<file path="config.mk">
export PLATFORM = sky130hd
export DESIGN_NAME = phase_clock_with_divisions
export DESIGN_NICKNAME = d
export VERILOG_FILES = /design/src/hdl/pcd_pkg.sv /design/src/hdl/pcd_cfg_regs.sv /design/src/hdl/pcd_tick.sv /design/src/hdl/phase_clock_with_divisions.sv
export SDC_FILE = /design/constraint.sdc
export NUM_CORES = 1
export LEC_CHECK = 0
export ABC_CLOCK_PERIOD_IN_PS = 5600
export BUFFER_PORTS_ARGS = -buffer_cell sky130_fd_sc_hd__clkbuf_2
export CAP_MARGIN = 20
export CORE_ASPECT_RATIO = 0.9
export CORE_MARGIN = 1.5
export CORE_UTILIZATION = 56
export DETAILED_ROUTE_END_ITERATION = 10
export GPL_TIMING_DRIVEN = 0
export PLACE_DENSITY = 0.77
export SLEW_MARGIN = 25
export SYNTH_ARGS = -nofsm -noshare
export SYNTH_HDL_FRONTEND = slang
export SYNTH_SLANG_ARGS = --single-unit
</file>
<file path="constraint.sdc">
create_clock -name i_clk -period 5.6 [get_ports i_clk]
set_clock_uncertainty 0.15 [all_clocks]
set_input_delay 0.28 -clock i_clk [delete_from_list [all_inputs] [get_ports i_clk]]
set_output_delay 0.28 -clock i_clk [all_outputs]
set_load 0.1 [all_outputs]
</file>
<file path="src/hdl/pcd_pkg.sv">
// Shared types and constants for the phase clock with divisions.
// Used by pcd_cfg_regs, pcd_tick and phase_clock_with_divisions; no dependencies.
package pcd_pkg;

    localparam int unsigned PHASE_W = 32;
    localparam int unsigned LEN_W   = 20;
    localparam int unsigned THR_W   = 17;
    localparam int unsigned RND_W   = 16;
    localparam int unsigned STEP_W  = 8;
    localparam int unsigned CFG_IDX_W  = 2;
    localparam int unsigned CFG_DATA_W = 32;

    // Register indexes of the configuration port.
    localparam logic [CFG_IDX_W-1:0] CFG_PHASE_INC  = 2'd0;
    localparam logic [CFG_IDX_W-1:0] CFG_GATE_LEN   = 2'd1;
    localparam logic [CFG_IDX_W-1:0] CFG_RESET_LEN  = 2'd2;
    localparam logic [CFG_IDX_W-1:0] CFG_RAND_THR   = 2'd3;

    // Values after reset.
    localparam logic [PHASE_W-1:0] PHASE_INC_RST = 32'd4473924;
    localparam logic [LEN_W-1:0]   GATE_LEN_RST  = 20'd240;
    localparam logic [LEN_W-1:0]   RESET_LEN_RST = 20'd480;
    localparam logic [THR_W-1:0]   RAND_THR_RST  = 17'd0;

    typedef struct packed {
        logic [PHASE_W-1:0] phase_inc;
        logic [LEN_W-1:0]   gate_len;
        logic [LEN_W-1:0]   reset_len;
        logic [THR_W-1:0]   rand_thr;
    } t_cfg;

    typedef struct packed {
        logic clock_gate;
        logic reset_gate;
        logic div4_gate;
        logic div8_gate;
        logic div16_gate;
        logic div32_gate;
        logic running_flag;
    } t_gates;

endpackage

</file>
<file path="src/hdl/pcd_cfg_regs.sv">
// Configuration register file of the phase clock with divisions.
// Depends on pcd_pkg for register indexes, reset values and the t_cfg type.
module pcd_cfg_regs (
    input  logic                          i_clk,
    input  logic                          i_rst_n,
    input  logic                          i_cfg_we,
    input  logic [pcd_pkg::CFG_IDX_W-1:0]  i_cfg_index,
    input  logic [pcd_pkg::CFG_DATA_W-1:0] i_cfg_data,
    output pcd_pkg::t_cfg                 o_cfg
);
    import pcd_pkg::*;

    t_cfg r_cfg;
    t_cfg n_cfg;

    always_comb begin
        n_cfg = r_cfg;
        if (i_cfg_we) begin
            case (i_cfg_index)
                CFG_PHASE_INC: n_cfg.phase_inc = i_cfg_data[PHASE_W-1:0];
                CFG_GATE_LEN:  n_cfg.gate_len  = i_cfg_data[LEN_W-1:0];
                CFG_RESET_LEN: n_cfg.reset_len = i_cfg_data[LEN_W-1:0];
                CFG_RAND_THR:  n_cfg.rand_thr  = i_cfg_data[THR_W-1:0];
                default:       n_cfg = r_cfg;
            endcase
        end
    end

    always_ff @(posedge i_clk) begin
        if (!i_rst_n) begin
            r_cfg.phase_inc <= PHASE_INC_RST;
            r_cfg.gate_len  <= GATE_LEN_RST;
            r_cfg.reset_len <= RESET_LEN_RST;
            r_cfg.rand_thr  <= RAND_THR_RST;
        end else begin
            r_cfg <= n_cfg;
        end
    end

    assign o_cfg = r_cfg;

endmodule

</file>
<file path="src/hdl/pcd_tick.sv">
// Per-tick state update of the phase clock: button edges, phase accumulator,
// step count and pulse counters. Depends on pcd_pkg.
module pcd_tick (
    input  logic                      i_clk,
    input  logic                      i_rst_n,
    input  logic                      i_fire,
    input  logic                      i_run_button,
    input  logic                      i_reset_button,
    input  logic [pcd_pkg::RND_W-1:0] i_random_word,
    input  pcd_pkg::t_cfg             i_cfg,
    output pcd_pkg::t_gates           o_gates
);
    import pcd_pkg::*;

    logic               r_running, n_running;
    logic               r_run_seen, r_rst_seen;
    logic [PHASE_W-1:0] r_phase, n_phase;
    logic [STEP_W-1:0]  r_steps, n_steps;
    logic [LEN_W-1:0]   r_gate_rem, n_gate_rem;
    logic [LEN_W-1:0]   r_rst_rem, n_rst_rem;

    logic               run_edge;
    logic               restart;
    logic               step;
    logic               rand_hit;
    logic [PHASE_W:0]   phase_sum;
    logic [PHASE_W-1:0] phase_base;
    logic [STEP_W-1:0]  steps_base;
    logic [LEN_W-1:0]   gate_armed;
    logic [LEN_W-1:0]   rst_armed;
    logic               gate_on;
    logic               rst_on;

    always_comb begin
        run_edge  = i_run_button && !r_run_seen;
        n_running = run_edge ? !r_running : r_running;
        // Starting to run, or a reset edge, restarts the clock.
        restart   = (run_edge && n_running) || (i_reset_button && !r_rst_seen);

        phase_base = restart ? '0 : r_phase;
        steps_base = restart ? '0 : r_steps;
        phase_sum  = {1'b0, phase_base} + {1'b0, i_cfg.phase_inc};
        step       = n_running && phase_sum[PHASE_W];
        rand_hit   = {1'b0, i_random_word} < i_cfg.rand_thr;

        n_phase = n_running ? phase_sum[PHASE_W-1:0] : phase_base;
        n_steps = step ? steps_base + STEP_W'(1) : steps_base;

        // Restart and random reset both arm with the same length.
        rst_armed  = ((restart || (step && rand_hit)) && (i_cfg.reset_len > r_rst_rem))
                     ? i_cfg.reset_len : r_rst_rem;
        gate_armed = (step && (i_cfg.gate_len > r_gate_rem)) ? i_cfg.gate_len : r_gate_rem;

        gate_on = n_running && (gate_armed != '0);
        rst_on  = n_running && (rst_armed != '0);

        n_gate_rem = gate_on ? gate_armed - LEN_W'(1) : gate_armed;
        n_rst_rem  = rst_on ? rst_armed - LEN_W'(1) : rst_armed;
    end

    always_comb begin
        o_gates.clock_gate   = gate_on;
        o_gates.reset_gate   = rst_on;
        o_gates.div4_gate    = gate_on && (n_steps[1:0] == '0);
        o_gates.div8_gate    = gate_on && (n_steps[2:0] == '0);
        o_gates.div16_gate   = gate_on && (n_steps[3:0] == '0);
        o_gates.div32_gate   = gate_on && (n_steps[4:0] == '0);
        o_gates.running_flag = n_running;
    end

    always_ff @(posedge i_clk) begin
        if (!i_rst_n) begin
            r_running  <= 1'b1;
            r_run_seen <= 1'b1;
            r_rst_seen <= 1'b1;
            r_phase    <= '0;
            r_steps    <= '0;
            r_gate_rem <= '0;
            r_rst_rem  <= '0;
        end else if (i_fire) begin
            r_running  <= n_running;
            r_run_seen <= i_run_button;
            r_rst_seen <= i_reset_button;
            r_phase    <= n_phase;
            r_steps    <= n_steps;
            r_gate_rem <= n_gate_rem;
            r_rst_rem  <= n_rst_rem;
        end
    end

    // No tick, no change of clock state.
    a_idle_hold: assert property (@(posedge i_clk) disable iff (!i_rst_n)
        !i_fire |=> ($stable(r_phase) && $stable(r_steps) && $stable(r_gate_rem)
                     && $stable(r_rst_rem) && $stable(r_running)))
        else $error("clock state changed without a tick");

    // A stopped clock holds its gate counter.
    a_stopped_gate_hold: assert property (@(posedge i_clk) disable iff (!i_rst_n)
        (i_fire && !n_running) |=> $stable(r_gate_rem))
        else $error("gate counter moved while stopped");

    // The gate counter only holds, counts down by one, or restarts from the gate length.
    a_gate_rem_step: assert property (@(posedge i_clk) disable iff (!i_rst_n)
        i_fire |=> ((r_gate_rem == $past(r_gate_rem))
                    || (r_gate_rem == $past(r_gate_rem) - LEN_W'(1))
                    || (r_gate_rem == $past(i_cfg.gate_len) - LEN_W'(1))))
        else $error("gate counter took an unexpected value");

endmodule

</file>
<file path="src/hdl/phase_clock_with_divisions.sv">
// Top level of the phase clock with divisions: request and result registers
// around the tick logic. Depends on pcd_pkg, pcd_cfg_regs and pcd_tick.
//
// Usage. Each request on the input channel is one sample tick carrying the
// run and reset button levels and a random word; it is taken at a rising
// edge where i_in_valid is high and o_in_stall is low. Every request yields
// exactly one result on the output channel: the clock and reset gates, the
// divide-by-4, 8, 16 and 32 gates and the running flag, taken where
// o_out_valid is high and i_out_stall is low.
// A request is held in the request register, the tick logic works out its
// state update and result, and the result appears from the result register.
// Throughput is one request per cycle while the receiver does not stall, set
// by the combinational phase add and pulse counter update in pcd_tick; a
// request is taken even while a finished result waits, as long as the result
// register can move on in the same cycle.
// When the receiver stalls, the result holds, the request register fills and
// then o_in_stall rises until the result is taken.
// Reset (synchronous, active low) sets the configuration registers to their
// defaults, empties both registers, and starts the clock in the running
// state with both button levels treated as already high, so a button held
// high through reset gives no edge until it has been released.
// Configuration writes take effect at once and are meant for an idle block.
module phase_clock_with_divisions (
    input  logic                           i_clk,
    input  logic                           i_rst_n,
    input  logic                           i_cfg_we,
    input  logic [pcd_pkg::CFG_IDX_W-1:0]  i_cfg_index,
    input  logic [pcd_pkg::CFG_DATA_W-1:0] i_cfg_data,
    input  logic                           i_in_valid,
    output logic                           o_in_stall,
    input  logic                           i_run_button,
    input  logic                           i_reset_button,
    input  logic [pcd_pkg::RND_W-1:0]      i_random_word,
    output logic                           o_out_valid,
    input  logic                           i_out_stall,
    output logic                           o_clock_gate,
    output logic                           o_reset_gate,
    output logic                           o_div4_gate,
    output logic                           o_div8_gate,
    output logic                           o_div16_gate,
    output logic                           o_div32_gate,
    output logic                           o_running_flag
);
    import pcd_pkg::*;

    t_cfg   cfg;
    t_gates gates;

    // Request register.
    logic             r_in_vld;
    logic             r_run_btn;
    logic             r_rst_btn;
    logic [RND_W-1:0] r_rnd;

    // Result register.
    logic   r_out_vld;
    t_gates r_out;

    logic out_en;
    logic in_en;
    logic fire;

    // The result register may load when it is empty or its result is taken now;
    // the request register may load when it is empty or moves on now.
    assign out_en     = !r_out_vld || !i_out_stall;
    assign fire       = r_in_vld && out_en;
    assign in_en      = !r_in_vld || out_en;
    assign o_in_stall = !in_en;

    pcd_cfg_regs u_cfg (
        .i_clk       (i_clk),
        .i_rst_n     (i_rst_n),
        .i_cfg_we    (i_cfg_we),
        .i_cfg_index (i_cfg_index),
        .i_cfg_data  (i_cfg_data),
        .o_cfg       (cfg)
    );

    pcd_tick u_tick (
        .i_clk          (i_clk),
        .i_rst_n        (i_rst_n),
        .i_fire         (fire),
        .i_run_button   (r_run_btn),
        .i_reset_button (r_rst_btn),
        .i_random_word  (r_rnd),
        .i_cfg          (cfg),
        .o_gates        (gates)
    );

    always_ff @(posedge i_clk) begin
        if (!i_rst_n) begin
            r_in_vld <= 1'b0;
        end else if (in_en) begin
            r_in_vld <= i_in_valid;
        end
    end

    // The payload loads only with a new request, so it needs no reset.
    always_ff @(posedge i_clk) begin
        if (in_en && i_in_valid) begin
            r_run_btn <= i_run_button;
            r_rst_btn <= i_reset_button;
            r_rnd     <= i_random_word;
        end
    end

    always_ff @(posedge i_clk) begin
        if (!i_rst_n) begin
            r_out_vld <= 1'b0;
        end else if (out_en) begin
            r_out_vld <= r_in_vld;
        end
    end

    always_ff @(posedge i_clk) begin
        if (fire) begin
            r_out <= gates;
        end
    end

    assign o_out_valid    = r_out_vld;
    assign o_clock_gate   = r_out.clock_gate;
    assign o_reset_gate   = r_out.reset_gate;
    assign o_div4_gate    = r_out.div4_gate;
    assign o_div8_gate    = r_out.div8_gate;
    assign o_div16_gate   = r_out.div16_gate;
    assign o_div32_gate   = r_out.div32_gate;
    assign o_running_flag = r_out.running_flag;

endmodule
</file>
==> results.yml <==
detailed_routing:
  drt_iter0_markers: 1453
  vias: 12900
  viasPerCell: 6.32
  drc: 0
  ant_nets: 0
  drtPass1Iterations: 6
  wl_per_cell_um: 20.1
  finalWirelength_um: 41300
place:
  dp.cells: 1937
  dpl.hpwl_um: 28600
  port-buffer-count: 64
  postPlaceCellArea_sq_mm: 0.0131
  gp_congestion: 0.986
synthesis:
  synthesis.area_sq_mm: 0.0124
  synthTopCellsByArea: "dfxtp_1 (28%), ha_1 (9.4%), nand2_1 (8.4%), a21oi_1 (7.7%), edfxtp_1 (6.1%)"
  syn_avg_cell_area_sq_um: 7.84
  yosysSeqAreaShare_pct: 33.7
  async_flop_share_pct: 0
  yosys_warnings: 0
  ys_ff_latch: 196
  ys_types: 85
  syn_inst: 1582
  synth_ff_type: "dfxtp_1"
  synth_edf_count: 25
  synth_top_cell_by_area: "dfxtp_1"
  synth_fp_nets: 1733
  synth.top_cell.area_share_pct: 27.6
cells_and_area:
  fin_area_sq_mm: 0.0149
  multiInputGateArea_sq_mm: 0.00800
  antenna_cells: 0
  fin_util_pct: 68.7
  fin_nets: 1896
  area_delta_synth_final_pct: 20.2
  regArea_sq_mm: 0.00417
  final_cells: 2049
  drive_gt1_share_pct: 14.2
  fillers: 1818
sta:
  relSlewSlack_pct: 32.4
  fmax_mhz: 182
  finalHoldViolations: 0
  report.final.setup_viol: 0
  period_minus_slack_ns: 5.50
  hold_slack_ns: 0.00232
  maxSlewViolCount: 0
  final.period_utilization_pct: 98.3
  worst_slew_pin_slew_ns: 1.00
clock_tree:
  clock_latency_ns: 0.45
  cts_tree: "yes"
  cts.sinks: 196
  cts_buffers: 17
  clock-root-buffer: "clkbuf_16"
  clk_pin_slew_ns: 0.09
  cts.path.max_buffers: 2
  h-tree-depth: 4
worst_setup_path:
  required_ns: 5.75
  worstSetupPathType: "reg -> reg"
  timing.rr.start: "r_run_btn$_DFFE_PP_"
  r2r_slack_ns: 0.1
  ff2ff_path_depth: 25
  cp.arrival_ns: 5.66
  endpoint_kind: "flop"
  r2r_end: "u_tick.r_gate_rem[15]$_SDFFE_PN0P_"
  cp_max_fo: 10
  startpoint_type: "flop"
run_status:
  status: "complete, no violations"
hold_path:
  min_path_cells: 3
  hp-class: "in -> reg"
  min_to: "u_cfg.o_cfg[0]$_SDFFE_PN0P_"
  hold_path_startpoint: "i_cfg_data[0]"
power_and_ir_drop:
  power_frac_clock_pct: 18.8
  p_total_uw: 6880
  ir_drop_mv: 0.224
  power-per-cell-area_mw_per_mm2: 462
  pwr-share-comb_pct: 55.1
  p_switching_uw: 3130
  p_leak_uw: 0.00587
  p_seq_share_pct: 26.1
  p_int_uw: 3750
  swShare_pct: 45.5
floorplanning:
  start_util_pct: 57.1
  die_x_um: 160
  io_pins: 66
  die_y_um: 144
  fp.dieArea_sq_mm: 0.0230
  rows: 51
  core_sq_mm: 0.0217
grt:
  grt_max_degree: 23
  grt_overflow_total: 0
  grt_pass1_wl_um: 63800
  grt_antenna_before_repair: 0
  grt_pass1_vias: 12000
  track_usage_pct: 35.4
job:
  max-cap-violations: 0
[worst max-delay path, stage by stage (launching register included)]
cell,delay (ns)
edfxtp_1,0.40
nor2b_4,0.15
ha_4,0.16
a21oi_4,0.28
clkbuf_16,0.23
and2_4,0.15
ha_4,0.14
fa_2,0.22
a211oi_2,0.08
o211ai_1,0.29
a21oi_2,0.13
o22a_4,0.27
buf_4,0.14
o31a_1,0.29
nor2_4,0.18
clkbuf_8,0.22
a21oi_2,0.08
ha_2,0.20
nor2b_2,0.17
nand2_1,0.08
nand3_2,0.13
or2_4,0.30
mux2_4,0.32
o311a_1,0.33
a31oi_1,0.16
o32ai_1,0.10
[how the worst max path moves through the flow]
| stage | startpoint | cells after the start | end | slack [ns] |
|---|---|---|---|---|
| final | r_run_btn$_DFFE_PP_ | 25 | u_tick.r_gate_rem[15]$_SDFFE_PN0P_ | 0.1 |
| after global routing | r_run_btn$_DFFE_PP_ | 27 | u_tick.r_rst_rem[19]$_SDFFE_PN0P_ | -0.05 |
| after CTS | r_run_btn$_DFFE_PP_ | 28 | u_tick.r_rst_rem[16]$_SDFFE_PN0P_ | 0.01 |
| after detailed placement | r_run_btn$_DFFE_PP_ | 28 | u_tick.r_rst_rem[19]$_SDFFE_PN0P_ | -1.62 |
| after global placement | r_run_btn$_DFFE_PP_ | 28 | u_tick.r_rst_rem[19]$_SDFFE_PN0P_ | -1.57 |
| after floorplan | r_run_btn$_DFFE_PP_ | 28 | u_tick.r_rst_rem[19]$_SDFFE_PN0P_ | 0.08 |
[repair_timing]
action / CTS / global route
endpoints found under the setup margin: 46 / 42
hold buffers: 35 / 1
pin swaps: 15 / 25
setup buffers: 20 / 25
gates cloned: 0 / 1
endpoints found under the hold margin: 36 / 1
resized for setup: 70 / 38
[metrics by stage]
stage | TNS (ns) | worst slack [ns]
after floorplan | 0 | 0.0796
after global placement | -52.33 | -1.57
after detailed placement | -55.75 | -1.62
after CTS | 0 | 0.0105
after global routing | -0.0765 | -0.0516
final | 0 | 0.0959
[sequential cells by signal, indices dropped and copies added, names as in the netlist, 5 cells and up]
signal,flops
u_tick.r_gate_rem,20
u_tick.r_phase,32
u_tick.r_steps,5
u_tick.r_rst_rem,20
u_cfg.o_cfg,89
r_rnd,16
[cells in the final DEF, fill, tap and decap left out, drive strengths merged, types with 7 or more instances in the layout]
cell         instances
nand2              279
a21oi              190
dfxtp              171
clkbuf             140
ha                  93
nor2                88
inv                 82
o21ai               73
buf                 64
nand3               57
nor3                45
dlygate4sd3         36
and2                36
mux2i               27
edfxtp              25
a21o                24
a31oi               23
a22oi               22
nand4               19
or3                 18
a211oi              18
nor4                17
xnor2               16
xor2                15
o211ai              13
nand2b              13
and3                11
nor2b               11
o21a                10
or4                 10
o21bai               8
mux2                 8
or2                  8
o31ai                7
clkinv               7
[cell usage after synthesis, types with 4 or more instances]
cell type and n:
a211oi_1 16, a21o_1 24, a21oi_1 190, a22oi_1 22, a31oi_1 23, and2_1 35
and3_1 11, buf_2 10, clkbuf_1 63, dfxtp_1 171, edfxtp_1 25, ha_1 93
inv_1 72, mux2_2 8, mux2i_1 24, nand2_1 279, nand2b_1 13, nand3_1 57
nand3b_1 5, nand4_1 19, nor2_1 88, nor2b_1 11, nor3_1 40, nor3_2 5
nor3b_1 4, nor4_1 13, o2111ai_1 4, o211ai_1 13, o21a_1 10, o21ai_0 70
o21bai_1 8, o22ai_1 4, o31ai_1 6, o32ai_1 5, or2_2 7, or3_1 18
or4_1 10, xnor2_1 16, xor2_1 15
[metal layers]
metal / track usage [%] / share of wire (%) / vias to the layer above
met1: 46.5 / 41 / 6081
met5: 0 / 0 / -
met4: 15.4 / 4.3 / 0
li1: - / - / 6011
met2: 55.9 / 43 / 714
met3: 8.20 / 11 / 136
[cells by family (layout without fill, tap and decap cells)]
group	Yosys count	count (layout)	synth area share (%)
flip-flops	196	196	33.7
adder cells (fa/ha/maj)	94	94	9.55
multiplexers	35	35	3.07
buffers and inverters	153	329	4.95
AND/OR/NAND/NOR	628	628	24.1
AO/OA/AOI/OAI	445	445	22.5
XOR/XNOR	31	31	2.19
[final cells by class]
class / instances / share of cell area (%)
Clock inverter: 15 / 1.29
Sequential cell: 196 / 28.0
Multi-Input combinational cell: 1233 / 53.7
Clock buffer: 17 / 2.86
Tap cell: 291 / 2.44
Timing Repair Buffer: 146 / 6.96
Inverter: 74 / 1.86
Buffer: 77 / 2.85
[power groups by stage]
stage,Clock (uW),Combinational [uW],Sequential [uW]
after floorplan,0,2230,1910
after global placement,0,3020,1810
after detailed placement,0,3070,1810
after CTS,1290,3410,1780
after global routing,1350,4080,1820
final,1290,3790,1800
Note: power is estimated with default switching activity, not from simulation.
